<file path="config.mk">
export PLATFORM = sky130hd
export DESIGN_NAME = list_mode_buffer_parser_flat
export DESIGN_NICKNAME = d
export VERILOG_FILES = /design/src/hdl/lmbp_pkg.sv /design/src/hdl/lmbp_if.sv /design/src/hdl/lmbp_front.sv /design/src/hdl/lmbp_queue.sv /design/src/hdl/lmbp_back.sv /design/src/hdl/list_mode_buffer_parser.sv /design/src/flat_wrapper.sv
export VERILOG_INCLUDE_DIRS = /design/src /design/src/hdl
export SDC_FILE = /design/constraint.sdc
export NUM_CORES = 1
export LEC_CHECK = 0
export BUFFER_PORTS_ARGS = -buffer_cell sky130_fd_sc_hd__buf_2
export CAP_MARGIN = 20
export CORE_UTILIZATION = 25
export DETAILED_ROUTE_END_ITERATION = 10
export HOLD_SLACK_MARGIN = 0.15
export PLACE_DENSITY = 0.4
export SLEW_MARGIN = 20
export SYNTH_ARGS = -nofsm -noshare
export SYNTH_HDL_FRONTEND = slang
export SYNTH_SLANG_ARGS = --single-unit
</file>
<file path="constraint.sdc">
create_clock -name clk -period 30 [get_ports clk]
set_input_delay 6 -clock clk [delete_from_list [all_inputs] [get_ports clk]]
set_output_delay 6 -clock clk [all_outputs]
set_load 0.05 [all_outputs]
</file>
<file path="src/hdl/list_mode_buffer_parser_assert.svh">
// ---------------------------------------------------------------------------
// list mode buffer parser assertion macros
// shared concurrent assertion forms, clocked on clk, disabled in reset
// ---------------------------------------------------------------------------
`ifndef LIST_MODE_BUFFER_PARSER_ASSERT_SVH
`define LIST_MODE_BUFFER_PARSER_ASSERT_SVH

// same-cycle implication
`define LMBP_ASSERT_NOW(label, ante, cons, msg) \
  label: assert property (@(posedge clk) disable iff (!rst_n) (ante) |-> (cons)) else $error(msg);

// next-cycle implication
`define LMBP_ASSERT_NEXT(label, ante, cons, msg) \
  label: assert property (@(posedge clk) disable iff (!rst_n) (ante) |=> (cons)) else $error(msg);

`endif

</file>
<file path="src/hdl/lmbp_pkg.sv">
// ---------------------------------------------------------------------------
// lmbp_pkg
// types, codes and record builders of the list mode buffer parser
// ---------------------------------------------------------------------------
package lmbp_pkg;

  localparam int CHANNELS_DEF = 4;
  localparam int QUEUE_DEPTH  = 2;

  typedef enum logic [3:0] {
    PH_LEN, PH_MOD, PH_FMT, PH_BTH, PH_BTM, PH_BTL, PH_HIT, PH_ETH, PH_ETL,
    PH_FT, PH_EN, PH_CF, PH_SKW, PH_SKIP_MOD, PH_SKIP_BAD, PH_SKIP_SUB
  } phase_t;

  localparam logic [1:0] KIND_HIT  = 2'd0;
  localparam logic [1:0] KIND_DONE = 2'd1;
  localparam logic [1:0] KIND_ERR  = 2'd2;

  localparam logic [2:0] ERR_NONE    = 3'd0;
  localparam logic [2:0] ERR_LENGTH  = 3'd1;
  localparam logic [2:0] ERR_MODULE  = 3'd2;
  localparam logic [2:0] ERR_FORMAT  = 3'd3;
  localparam logic [2:0] ERR_EVENTS  = 3'd4;
  localparam logic [2:0] ERR_PATTERN = 3'd5;

  localparam logic [2:0] CFG_MODULES = 3'd0;
  localparam logic [2:0] CFG_MAX_EV  = 3'd1;
  localparam logic [2:0] CFG_FMT_A   = 3'd2;
  localparam logic [2:0] CFG_FMT_B   = 3'd3;
  localparam logic [2:0] CFG_FMT_C   = 3'd4;

  typedef struct packed {
    logic [6:0]  modules_in_use;
    logic [15:0] max_events;
    logic [15:0] format_code_a;
    logic [15:0] format_code_b;
    logic [15:0] format_code_c;
  } cfg_t;

  typedef struct packed {
    logic [1:0]  kind;
    logic [2:0]  error_code;
    logic [5:0]  module_res;
    logic [15:0] event_index;
    logic [1:0]  channel;
    logic [47:0] event_time;
    logic [47:0] trigger_time;
    logic [15:0] energy;
    logic [15:0] cf_time;
    logic [15:0] event_count;
  } rec_t;

  // records caused by one word: cnt of them, r0 first
  typedef struct packed {
    logic [1:0] cnt;
    rec_t       r0;
    rec_t       r1;
  } bundle_t;

  function automatic rec_t mk_err(logic [2:0] code, logic [5:0] m, logic [15:0] ev);
    rec_t r;
    r            = '0;
    r.kind       = KIND_ERR;
    r.error_code = code;
    r.module_res = m;
    r.event_index = ev;
    return r;
  endfunction

endpackage

</file>
<file path="src/hdl/lmbp_if.sv">
// ---------------------------------------------------------------------------
// lmbp channel interfaces
// word input channel and record output channel with valid/ready
// ---------------------------------------------------------------------------
interface lmbp_in_if;
  logic        valid;
  logic        ready;
  logic [15:0] data_word;
  logic        first_word;
  logic [15:0] subevent_words;
  modport source (output valid, data_word, first_word, subevent_words, input ready);
  modport sink (input valid, data_word, first_word, subevent_words, output ready);
endinterface

interface lmbp_out_if;
  logic        valid;
  logic        ready;
  logic [1:0]  kind;
  logic [2:0]  error_code;
  logic [5:0]  module_res;
  logic [15:0] event_index;
  logic [1:0]  channel;
  logic [47:0] event_time;
  logic [47:0] trigger_time;
  logic [15:0] energy;
  logic [15:0] cf_time;
  logic [15:0] event_count;
  modport source (output valid, kind, error_code, module_res, event_index, channel,
                  event_time, trigger_time, energy, cf_time, event_count, input ready);
  modport sink (input valid, kind, error_code, module_res, event_index, channel,
                event_time, trigger_time, energy, cf_time, event_count, output ready);
endinterface

</file>
<file path="src/hdl/lmbp_front.sv">
// ---------------------------------------------------------------------------
// lmbp_front
// word parser: one word a cycle when take is high, emits a bundle of up to two records
// ---------------------------------------------------------------------------
module lmbp_front #(
  parameter int CHANNELS = lmbp_pkg::CHANNELS_DEF
) (
  input  logic             clk,
  input  logic             rst_n,
  input  lmbp_pkg::cfg_t   cfg,
  input  logic             take,
  input  logic [15:0]      word,
  input  logic             first,
  input  logic [15:0]      sub_words,
  output logic             push,
  output lmbp_pkg::bundle_t bundle
);
  import lmbp_pkg::*;

  phase_t      phase_r, phase_nxt;
  logic [15:0] sub_left_r, sub_left_nxt;
  logic [15:0] mod_left_r, mod_left_nxt;
  logic [5:0]  cur_mod_r, cur_mod_nxt;
  logic        cur_fmt_r, cur_fmt_nxt;
  logic [47:0] bt_r, bt_nxt;
  logic [3:0]  mask_r, mask_nxt;
  logic [1:0]  ch_r, ch_nxt;
  logic [47:0] et_r, et_nxt;
  logic [15:0] trig_r, trig_nxt;
  logic [15:0] en_r, en_nxt;
  logic [15:0] ev_r, ev_nxt;
  logic        pad_r, pad_nxt;

  logic [15:0] sl, ml, mnum;
  phase_t      ph;
  logic        pd, has_a, has_done;
  rec_t        rec_a, rec_done;
  logic [3:0]  mask_tmp;

  // lowest set hit bit picks the next channel, else the event is complete
  function automatic logic [2:0] pick(logic [3:0] m);
    logic [2:0] r;
    r = 3'b000;
    for (int c = CHANNELS - 1; c >= 0; c--) begin
      if (m[c]) r = {1'b1, 2'(c)};
    end
    return r;
  endfunction

  function automatic rec_t mk_hit(logic [5:0] m, logic [15:0] ev, logic [1:0] ch,
                                  logic [47:0] et, logic [15:0] tw, logic [15:0] en,
                                  logic [15:0] cf);
    rec_t r;
    r              = '0;
    r.kind         = KIND_HIT;
    r.module_res   = m;
    r.event_index  = ev;
    r.channel      = ch;
    r.event_time   = et;
    r.trigger_time = {et[47:16], tw};
    r.energy       = en;
    r.cf_time      = cf;
    return r;
  endfunction

  always_comb begin
    logic [2:0] nc;
    phase_nxt = phase_r; sub_left_nxt = sub_left_r; mod_left_nxt = mod_left_r;
    cur_mod_nxt = cur_mod_r; cur_fmt_nxt = cur_fmt_r; bt_nxt = bt_r; mask_nxt = mask_r;
    ch_nxt = ch_r; et_nxt = et_r; trig_nxt = trig_r; en_nxt = en_r; ev_nxt = ev_r;
    pad_nxt = pad_r;
    has_a = 1'b0; has_done = 1'b0; rec_a = '0; rec_done = '0;
    nc = 3'b000; mnum = word - 16'd1; ml = mod_left_r; mask_tmp = mask_r;
    sl = first ? sub_words : sub_left_r;
    ph = first ? PH_LEN : phase_r;
    pd = first ? 1'b0 : pad_r;
    if (take) begin
      sub_left_nxt = sl;
      phase_nxt    = ph;
      pad_nxt      = pd;
      if (sl != 16'd0) begin
        sub_left_nxt = sl - 16'd1;
        if (ph == PH_SKIP_SUB) begin
          phase_nxt = PH_SKIP_SUB;
        end else if (ph == PH_LEN) begin
          if (pd) begin
            pad_nxt = 1'b0;
          end else if (word < 16'd2 || word > sl) begin
            has_a = 1'b1; rec_a = mk_err(ERR_LENGTH, 6'd0, ev_r);
            phase_nxt = PH_SKIP_SUB;
          end else begin
            mod_left_nxt = word - 16'd1;
            pad_nxt = word[0];
            ev_nxt = 16'd0;
            phase_nxt = PH_MOD;
          end
        end else begin
          case (ph)
            PH_MOD: begin
              if (mnum >= {9'd0, cfg.modules_in_use} || mnum[15:6] != 10'd0) begin
                has_a = 1'b1; rec_a = mk_err(ERR_MODULE, mnum[5:0], ev_r);
                phase_nxt = PH_SKIP_BAD;
              end else begin
                cur_mod_nxt = mnum[5:0];
                phase_nxt = PH_FMT;
              end
            end
            PH_FMT: begin
              if (word == cfg.format_code_b) begin
                cur_fmt_nxt = 1'b1; phase_nxt = PH_BTH;
              end else if (word == cfg.format_code_a || word == cfg.format_code_c) begin
                cur_fmt_nxt = 1'b0; phase_nxt = PH_BTH;
              end else begin
                has_a = 1'b1; rec_a = mk_err(ERR_FORMAT, cur_mod_r, ev_r);
                phase_nxt = PH_SKIP_MOD;
              end
            end
            PH_BTH: begin bt_nxt[47:32] = word; phase_nxt = PH_BTM; end
            PH_BTM: begin bt_nxt[31:16] = word; phase_nxt = PH_BTL; end
            PH_BTL: begin bt_nxt[15:0] = word; phase_nxt = PH_HIT; end
            PH_HIT: begin
              if (ev_r >= cfg.max_events) begin
                has_a = 1'b1; rec_a = mk_err(ERR_EVENTS, cur_mod_r, ev_r);
                phase_nxt = PH_SKIP_MOD;
              end else if ((word >> CHANNELS) != 16'd0) begin
                has_a = 1'b1; rec_a = mk_err(ERR_PATTERN, cur_mod_r, ev_r);
                phase_nxt = PH_SKIP_MOD;
              end else begin
                mask_nxt = word[3:0]; phase_nxt = PH_ETH;
              end
            end
            PH_ETH: begin
              // wrap against buffer time bumps the upper word
              et_nxt = {bt_r[47:32] + {15'd0, word < bt_r[31:16]}, word, 16'd0};
              phase_nxt = PH_ETL;
            end
            PH_ETL, PH_EN, PH_SKW: begin
              if (ph == PH_ETL) begin
                et_nxt[15:0] = word;
              end else begin
                mask_tmp[ch_r] = 1'b0;
              end
              if (ph == PH_EN) en_nxt = word;
              if (ph == PH_EN && cur_fmt_r) begin
                phase_nxt = PH_CF;
              end else begin
                if (ph == PH_EN) begin
                  has_a = 1'b1;
                  rec_a = mk_hit(cur_mod_r, ev_r, ch_r, et_r, trig_r, word, 16'd0);
                end
                mask_nxt = mask_tmp;
                nc = pick(mask_tmp);
                if (nc[2]) begin
                  ch_nxt = nc[1:0]; phase_nxt = PH_FT;
                end else begin
                  if (ev_r != 16'hFFFF) ev_nxt = ev_r + 16'd1;
                  phase_nxt = PH_HIT;
                end
              end
            end
            PH_FT: begin trig_nxt = word; phase_nxt = PH_EN; end
            PH_CF: begin
              has_a = 1'b1;
              rec_a = mk_hit(cur_mod_r, ev_r, ch_r, et_r, trig_r, en_r, word);
              phase_nxt = PH_SKW;
            end
            default: ;
          endcase
          if (ml != 16'd0) ml = ml - 16'd1;
          mod_left_nxt = ml;
          if (ml == 16'd0) begin
            if (phase_nxt != PH_SKIP_BAD && phase_nxt != PH_MOD) begin
              has_done = 1'b1;
              rec_done = '0;
              rec_done.kind = KIND_DONE;
              rec_done.module_res = cur_mod_nxt;
              rec_done.event_count = ev_nxt;
            end
            phase_nxt = PH_LEN;
          end
        end
      end
    end
    push = has_a || has_done;
    bundle.cnt = {1'b0, has_a} + {1'b0, has_done};
    bundle.r0  = has_a ? rec_a : rec_done;
    bundle.r1  = rec_done;
  end

  always_ff @(posedge clk) begin
    if (!rst_n) begin
      phase_r <= PH_LEN; sub_left_r <= '0; mod_left_r <= '0; cur_mod_r <= '0;
      cur_fmt_r <= 1'b0; bt_r <= '0; mask_r <= '0; ch_r <= '0; et_r <= '0;
      trig_r <= '0; en_r <= '0; ev_r <= '0; pad_r <= 1'b0;
    end else begin
      phase_r <= phase_nxt; sub_left_r <= sub_left_nxt; mod_left_r <= mod_left_nxt;
      cur_mod_r <= cur_mod_nxt; cur_fmt_r <= cur_fmt_nxt; bt_r <= bt_nxt;
      mask_r <= mask_nxt; ch_r <= ch_nxt; et_r <= et_nxt; trig_r <= trig_nxt;
      en_r <= en_nxt; ev_r <= ev_nxt; pad_r <= pad_nxt;
    end
  end

endmodule

</file>
<file path="src/hdl/lmbp_queue.sv">
// ---------------------------------------------------------------------------
// lmbp_queue
// short record-bundle queue between parser and output stage
// ---------------------------------------------------------------------------
module lmbp_queue #(
  parameter int DEPTH = lmbp_pkg::QUEUE_DEPTH
) (
  input  logic              clk,
  input  logic              rst_n,
  input  logic              push,
  input  lmbp_pkg::bundle_t push_data,
  input  logic              pop,
  output logic              nonempty,
  output logic              full,
  output lmbp_pkg::bundle_t pop_data
);
  import lmbp_pkg::*;

  localparam int PW = (DEPTH > 1) ? $clog2(DEPTH) : 1;
  localparam int CW = $clog2(DEPTH + 1);

  bundle_t        mem [DEPTH];
  logic [PW-1:0]  wptr_r, rptr_r;
  logic [CW-1:0]  cnt_r;
  logic           do_push, do_pop;

  assign full     = (cnt_r == CW'(DEPTH));
  assign nonempty = (cnt_r != '0);
  assign do_push  = push && !full;
  assign do_pop   = pop && nonempty;
  assign pop_data = mem[rptr_r];

  always_ff @(posedge clk) begin
    if (do_push) mem[wptr_r] <= push_data;
  end

  always_ff @(posedge clk) begin
    if (!rst_n) begin
      wptr_r <= '0; rptr_r <= '0; cnt_r <= '0;
    end else begin
      if (do_push) wptr_r <= (wptr_r == PW'(DEPTH - 1)) ? '0 : wptr_r + PW'(1);
      if (do_pop)  rptr_r <= (rptr_r == PW'(DEPTH - 1)) ? '0 : rptr_r + PW'(1);
      if (do_push && !do_pop) cnt_r <= cnt_r + CW'(1);
      else if (do_pop && !do_push) cnt_r <= cnt_r - CW'(1);
    end
  end

endmodule

</file>
<file path="src/hdl/lmbp_back.sv">
// ---------------------------------------------------------------------------
// lmbp_back
// output stage: holds one bundle and hands its records out one by one
// ---------------------------------------------------------------------------
module lmbp_back (
  input  logic              clk,
  input  logic              rst_n,
  input  logic              q_nonempty,
  input  lmbp_pkg::bundle_t q_data,
  output logic              q_pop,
  output logic              out_valid,
  input  logic              out_ready,
  output lmbp_pkg::rec_t    out_rec
);
  import lmbp_pkg::*;

  bundle_t bundle_r;
  logic    busy_r, idx_r;
  logic    fin, load;

  assign fin       = busy_r && out_ready && (idx_r || bundle_r.cnt != 2'd2);
  assign load      = !busy_r || fin;
  assign q_pop     = load && q_nonempty;
  assign out_valid = busy_r;
  assign out_rec   = idx_r ? bundle_r.r1 : bundle_r.r0;

  always_ff @(posedge clk) begin
    if (load && q_nonempty) bundle_r <= q_data;
  end

  always_ff @(posedge clk) begin
    if (!rst_n) begin
      busy_r <= 1'b0; idx_r <= 1'b0;
    end else if (load) begin
      busy_r <= q_nonempty; idx_r <= 1'b0;
    end else if (out_ready) begin
      idx_r <= 1'b1;
    end
  end

endmodule

</file>
<file path="src/hdl/list_mode_buffer_parser.sv">
// ---------------------------------------------------------------------------
// list_mode_buffer_parser
// list-mode subevent decoder producing hit, module-done and error records
// ---------------------------------------------------------------------------
// Takes one 16-bit subevent word per cycle (in_ch.ready stays high unless the
// two-entry record queue is full) and parses module blocks, events and
// channels as each word is taken. A word causes at most two records, which go
// as one bundle into the queue; the output stage gives out one record per cycle
// while out_ch.ready is high. The user must write configuration through
// cfg_we/cfg_index/cfg_data only while idle; the block does not enforce this.
module list_mode_buffer_parser #(
  parameter int CHANNELS_PER_MODULE = lmbp_pkg::CHANNELS_DEF
) (
  input  logic              clk,
  input  logic              rst_n,
  lmbp_in_if.sink           in_ch,
  lmbp_out_if.source        out_ch,
  input  logic              cfg_we,
  input  logic [2:0]        cfg_index,
  input  logic [15:0]       cfg_data
);
  import lmbp_pkg::*;

  cfg_t    cfg_r;
  logic    take, push, q_full, q_nonempty, q_pop;
  bundle_t push_bundle, q_data;
  rec_t    rec;

  // configuration registers
  always_ff @(posedge clk) begin
    if (!rst_n) begin
      cfg_r.modules_in_use <= 7'd16;
      cfg_r.max_events     <= 16'd256;
      cfg_r.format_code_a  <= 16'd257;
      cfg_r.format_code_b  <= 16'd258;
      cfg_r.format_code_c  <= 16'd259;
    end else if (cfg_we) begin
      case (cfg_index)
        CFG_MODULES: cfg_r.modules_in_use <= cfg_data[6:0];
        CFG_MAX_EV:  cfg_r.max_events     <= cfg_data;
        CFG_FMT_A:   cfg_r.format_code_a  <= cfg_data;
        CFG_FMT_B:   cfg_r.format_code_b  <= cfg_data;
        CFG_FMT_C:   cfg_r.format_code_c  <= cfg_data;
        default: ;
      endcase
    end
  end

  // accept a word whenever the queue can take a bundle
  assign in_ch.ready = !q_full;
  assign take        = in_ch.valid && !q_full;

  lmbp_front #(.CHANNELS(CHANNELS_PER_MODULE)) u_front (
    .clk(clk), .rst_n(rst_n), .cfg(cfg_r), .take(take), .word(in_ch.data_word),
    .first(in_ch.first_word), .sub_words(in_ch.subevent_words),
    .push(push), .bundle(push_bundle)
  );

  lmbp_queue #(.DEPTH(QUEUE_DEPTH)) u_queue (
    .clk(clk), .rst_n(rst_n), .push(push), .push_data(push_bundle), .pop(q_pop),
    .nonempty(q_nonempty), .full(q_full), .pop_data(q_data)
  );

  lmbp_back u_back (
    .clk(clk), .rst_n(rst_n), .q_nonempty(q_nonempty), .q_data(q_data), .q_pop(q_pop),
    .out_valid(out_ch.valid), .out_ready(out_ch.ready), .out_rec(rec)
  );

  assign out_ch.kind         = rec.kind;
  assign out_ch.error_code   = rec.error_code;
  assign out_ch.module_res   = rec.module_res;
  assign out_ch.event_index  = rec.event_index;
  assign out_ch.channel      = rec.channel;
  assign out_ch.event_time   = rec.event_time;
  assign out_ch.trigger_time = rec.trigger_time;
  assign out_ch.energy       = rec.energy;
  assign out_ch.cf_time      = rec.cf_time;
  assign out_ch.event_count  = rec.event_count;

  `include "list_mode_buffer_parser_assert.svh"

  // a bundle is never produced when the queue cannot hold it
  `LMBP_ASSERT_NOW(a_no_lost_bundle, push, !q_full, "record bundle dropped")
  // hit records carry no error code
  `LMBP_ASSERT_NOW(a_hit_clean, out_ch.valid && out_ch.kind == KIND_HIT,
                   out_ch.error_code == ERR_NONE, "hit record with error code")
  // a popped bundle is shown on the next cycle
  `LMBP_ASSERT_NEXT(a_pop_shows, q_pop, out_ch.valid, "popped bundle not shown")

endmodule
</file>
<file path="src/flat_wrapper.sv">
// flat-port wrapper written by rule: the top's interface ports become plain ports
module list_mode_buffer_parser_flat import lmbp_pkg::*;
#(
  parameter int CHANNELS_PER_MODULE = lmbp_pkg::CHANNELS_DEF
)
  (clk, rst_n, cfg_we, cfg_index, cfg_data, in_ch_valid, in_ch_data_word, in_ch_first_word, in_ch_subevent_words, in_ch_ready, out_ch_valid, out_ch_kind, out_ch_error_code, out_ch_module_res, out_ch_event_index, out_ch_channel, out_ch_event_time, out_ch_trigger_time, out_ch_energy, out_ch_cf_time, out_ch_event_count, out_ch_ready);
  lmbp_in_if in_ch_i ();
  lmbp_out_if out_ch_i ();
  input  logic clk;
  input  logic rst_n;
  input  logic cfg_we;
  input  logic [2:0] cfg_index;
  input  logic [15:0] cfg_data;
  input wire logic [$bits(in_ch_i.valid)-1:0] in_ch_valid;
  input wire logic [$bits(in_ch_i.data_word)-1:0] in_ch_data_word;
  input wire logic [$bits(in_ch_i.first_word)-1:0] in_ch_first_word;
  input wire logic [$bits(in_ch_i.subevent_words)-1:0] in_ch_subevent_words;
  output wire logic [$bits(in_ch_i.ready)-1:0] in_ch_ready;
  output wire logic [$bits(out_ch_i.valid)-1:0] out_ch_valid;
  output wire logic [$bits(out_ch_i.kind)-1:0] out_ch_kind;
  output wire logic [$bits(out_ch_i.error_code)-1:0] out_ch_error_code;
  output wire logic [$bits(out_ch_i.module_res)-1:0] out_ch_module_res;
  output wire logic [$bits(out_ch_i.event_index)-1:0] out_ch_event_index;
  output wire logic [$bits(out_ch_i.channel)-1:0] out_ch_channel;
  output wire logic [$bits(out_ch_i.event_time)-1:0] out_ch_event_time;
  output wire logic [$bits(out_ch_i.trigger_time)-1:0] out_ch_trigger_time;
  output wire logic [$bits(out_ch_i.energy)-1:0] out_ch_energy;
  output wire logic [$bits(out_ch_i.cf_time)-1:0] out_ch_cf_time;
  output wire logic [$bits(out_ch_i.event_count)-1:0] out_ch_event_count;
  input wire logic [$bits(out_ch_i.ready)-1:0] out_ch_ready;
  assign in_ch_i.valid = in_ch_valid;
  assign in_ch_i.data_word = in_ch_data_word;
  assign in_ch_i.first_word = in_ch_first_word;
  assign in_ch_i.subevent_words = in_ch_subevent_words;
  assign in_ch_ready = in_ch_i.ready;
  assign out_ch_valid = out_ch_i.valid;
  assign out_ch_kind = out_ch_i.kind;
  assign out_ch_error_code = out_ch_i.error_code;
  assign out_ch_module_res = out_ch_i.module_res;
  assign out_ch_event_index = out_ch_i.event_index;
  assign out_ch_channel = out_ch_i.channel;
  assign out_ch_event_time = out_ch_i.event_time;
  assign out_ch_trigger_time = out_ch_i.trigger_time;
  assign out_ch_energy = out_ch_i.energy;
  assign out_ch_cf_time = out_ch_i.cf_time;
  assign out_ch_event_count = out_ch_i.event_count;
  assign out_ch_i.ready = out_ch_ready;
  list_mode_buffer_parser #(.CHANNELS_PER_MODULE(CHANNELS_PER_MODULE)) u_core (.clk(clk), .rst_n(rst_n), .in_ch(in_ch_i), .out_ch(out_ch_i), .cfg_we(cfg_we), .cfg_index(cfg_index), .cfg_data(cfg_data));
endmodule
</file>
==> flow_summary.json <==
{
  "overflow": 0,
  "gp_congestion": 0.8309,
  "reg2reg_from": "u_core.u_front.ev_r[0]",
  "rsz0062_at_grt": "false",
  "synth_area_leaders": "edfxtp_1 (45%), dfxtp_1 (15%), mux2_2 (6.5%), nand2_1 (3.9%), a21oi_1 (2.8%)",
  "coreArea_um2": 132300,
  "ys_ff_latch": 753,
  "arrival_ns": 12.67,
  "cp_cell_sequence": "buf_2 -> inv_1 -> ha_1 -> or3b_1 -> xor2_1 -> inv_1 -> ha_1 -> a21o_1 -> a2111oi_4 -> nand4_1 -> o31ai_4 -> nand4_1 -> and4_1 -> or3_1 -> buf_4 -> ha_1 -> nor2b_1 -> and2_4 -> buf_4",
  "syn_nets": 3044,
  "grt_antenna_before_repair": 16,
  "dr.first_iter.drc_count": 1485,
  "setup_slack_ns": 17.61,
  "start_util": 0.2534,
  "cts_tree": "yes",
  "synth.cell_area_um2": 33520,
  "synthArstFlopShare": 0,
  "avgRoutedWirePerCell_um": 19.23,
  "synth_cell_types": 78,
  "synth_edf_count": 498,
  "critical_path_class": "in -> reg",
  "worstPathMaxFanout": 60,
  "clock_path_buffers": 3,
  "worstMarginPinSlew_ns": 1.038,
  "critPathRequiredTime_ns": 30.28,
  "multi_input_area_um2": 12190,
  "p_int_mw": 2.281,
  "grt_pass1_vias": 21360,
  "wirelength_um": 93880,
  "area_growth_pct": 16.68,
  "switching_power_mw": 1.276,
  "nFillCells": 13670,
  "die-area_um2": 135600,
  "yosys.area.top_type": "edfxtp_1",
  "finalHoldViolCount": 0,
  "die_y_um": 368.2,
  "dp_hpwl_um": 61140,
  "clock_latency_ns": 0.70,
  "totalNegativeSetupSlack_ns": 0,
  "cts.clk_slew.worst_paths_ns": 0.05,
  "crit_top_cell": "ha_1",
  "p_comb_frac": 0.294,
  "drtPass1Iterations": 7,
  "min_from": "u_core.u_front.et_r[31]",
  "syn_area_per_cell_um2": 11.47,
  "fin_crit_sh": 0.4129,
  "chipWidth_um": 368.2,
  "pwr-share-clk": 0.305,
  "fin_crit_ns": 12.39,
  "worstHoldPathCells": 2,
  "grt_usage": 0.1367,
  "grt_pass1_wl_um": 139800,
  "numCtsBuffers": 89,
  "row_count": 133,
  "p_per_area_nw_per_um2": 90.94,
  "ir_worst_vdd_uv": 52.46,
  "seq_area_um2": 20070,
  "io_pins": 232,
  "p_leak_nw": 13.35,
  "cts_num_sinks": 753,
  "ys.flop_type": "edfxtp_1",
  "synthCells": 2923,
  "drc": 0,
  "synth-seq-area-share": 0.5984,
  "path_delay_family": "simple AND/OR/NAND/NOR gates",
  "endpoint_kind": "register",
  "yosysTopAreaCellShare": 0.4461,
  "max_freq_mhz": 80.73,
  "dp_slack_ns": 16.84,
  "status": "completed",
  "reg2reg_slack_ns": 23.77,
  "cts_post_setup_buffers_inserted": 0,
  "drive_above_1_share": 0.2029,
  "detail-route-antenna-nets": 0,
  "critPathSlowestCell": "buf_4",
  "hold_class": "reg -> reg",
  "crit_path_start_kind": "primary input",
  "nets": 3172,
  "drv_cap": 0,
  "r2r-end": "u_core.u_queue.mem[1][329]",
  "ctsResizeCount": 0,
  "routed_via_density": 4.451,
  "relSlewSlack": 0.3079,
  "setup_viol": 0,
  "finClkSkew_ns": 0.05277,
  "grt_max_degree": 110,
  "seq_power_share": 0.401,
  "swShare": 0.3588,
  "dpl-instance-area_um2": 36130,
  "hold_buffers": 0,
  "vias": 21730,
  "clockRootBuffer": "clkbuf_16",
  "slew_viol_final": 0,
  "final_area_um2": 39110,
  "cp_slowest_stage_delay_ns": 0.77,
  "cts_max_level": 3,
  "r2r_cells": 15,
  "yosys_warnings": 0,
  "port_buffers": 231,
  "hold_end": "u_core.u_front.et_r[31]",
  "cp_num_buf_inv": 5
}
-- through the flow --
stage | util | power, mW | cells | hold WS, ns
6_report | 0.2956 | 3.557 | 4881 | 0.4505
3_3_place_gp | 0.2731 | 2.522 | 4714 | 0.4386
4_1_cts | 0.2954 | 3.625 | 4879 | 0.4532
2_1_floorplan | - | 2.258 | 2923 | 0.4312
3_5_place_dp | 0.2731 | 2.518 | 4714 | 0.4454
5_1_grt | 0.2956 | 3.730 | 4880 | 0.4701
-- placed cells by master, fill, tap and decap left out, types with 17 or more instances in the layout --
cell,Yosys,final
inv_1,70,69
clkbuf_1,140,17
o21ai_0,57,57
nor2_1,195,193
and3_1,17,17
nor4_1,31,31
buf_2,32,230
a211oi_1,27,27
and2_1,111,110
clkbuf_16,0,89
nor2b_1,128,127
clkinv_1,0,19
nor3_1,56,56
a21oi_1,190,189
nand2_1,344,344
buf_4,34,32
nand3_1,70,70
ha_1,64,64
xor2_1,65,65
mux2_2,193,193
mux2i_1,58,58
dfxtp_1,255,253
xnor2_1,33,33
a22oi_1,19,19
o21ai_1,18,18
edfxtp_1,498,498
-- worst max-delay path by stage --
stage	to	startpoint	depth (start not counted)	slack [ns]
finish	u_core.u_queue.mem[1][329]	in_ch_data_word[0]	19	17.61
global route	u_core.u_queue.mem[1][331]	in_ch_data_word[0]	19	17.04
CTS	u_core.u_queue.mem[1][329]	in_ch_data_word[0]	19	17.55
detailed placement	u_core.u_queue.mem[1][331]	in_ch_data_word[0]	19	16.84
global placement	u_core.u_queue.mem[1][331]	in_ch_data_word[0]	19	16.93
floorplan	u_core.u_queue.mem[0][0]	in_ch_data_word[1]	21	11.92
-- flip-flops by register name, summed over array words and instances (netlist names), 6 cells and up --
name and count:
u_core.u_front.et_r 48, u_core.u_back.bundle_r 166, u_core.u_front.mod_left_r 16, u_core.u_front.trig_r 16, u_core.u_queue.mem 332, u_core.u_front.en_r 16
u_core.u_front.ev_r 16, u_core.u_front.cur_mod_r 6, u_core.u_front.sub_left_r 16, u_core.cfg_r 71, u_core.u_front.bt_r 32
-- power groups by stage --
stage | registers [mW] | clock network, mW | logic (mW)
2_1_floorplan | 1.44 | 0 | 0.818
3_3_place_gp | 1.45 | 0 | 1.07
3_5_place_dp | 1.45 | 0 | 1.07
4_1_cts | 1.43 | 1.12 | 1.07
5_1_grt | 1.45 | 1.16 | 1.12
6_report | 1.42 | 1.09 | 1.05
-- layout make-up --
class	instances	area share
Sequential cell	753	0.5131
Multi-Input combinational cell	1871	0.3116
Antenna cell	1	0.00006398
Timing Repair Buffer	264	0.03657
Clock inverter	46	0.01222
Clock buffer	119	0.06315
Tap cell	1755	0.05614
Inverter	72	0.007166
-- synth_stat cells (33+ instances only) --
cell type and number:
nand3_1 70, and2_1 111, edfxtp_1 498, nor3_1 56
mux2i_1 58, nor2b_1 128, ha_1 64, inv_1 70
dfxtp_1 255, buf_4 34, nor2_1 195, xnor2_1 33
nand2_1 344, o21ai_0 57, a21oi_1 190, xor2_1 65
mux2_2 193, clkbuf_1 140
-- metal layers --
metal	global-route usage	routed length, µm	vias to the layer above
met4	0.03623	2043	0
met5	0	0	-
li1	-	-	10620
met2	0.2119	42050	514
met3	0.02650	4286	132
met1	0.1930	45500	10460
-- worst reg2reg max path, stage by stage, from the launching register on --
cell	delay [ns]
dfxtp_1	0.54
inv_1	0.10
ha_1	0.29
nand2b_1	0.14
a2111oi_0	0.46
o31ai_1	0.17
a211o_1	0.44
o21ai_0	0.56
nand4_1	0.20
and4_1	0.25
or3_1	0.36
buf_4	0.25
ha_1	0.25
nor2b_1	0.27
and2_4	0.70
buf_4	0.78
-- cell families after synthesis --
logic type                 Yosys count  share of synthesized area
DFF                                753                     0.5984
adders and majority gates           64                    0.02389
buffers and inverters              299                    0.03960
xor gates and xnor gates            98                    0.02561
and+or+nand+nor                   1032                     0.1512
muxes                              251                    0.08215
AOI/OAI and AO/OA                  426                    0.07913
No activity file was read; power rests on OpenSTA's default activity.
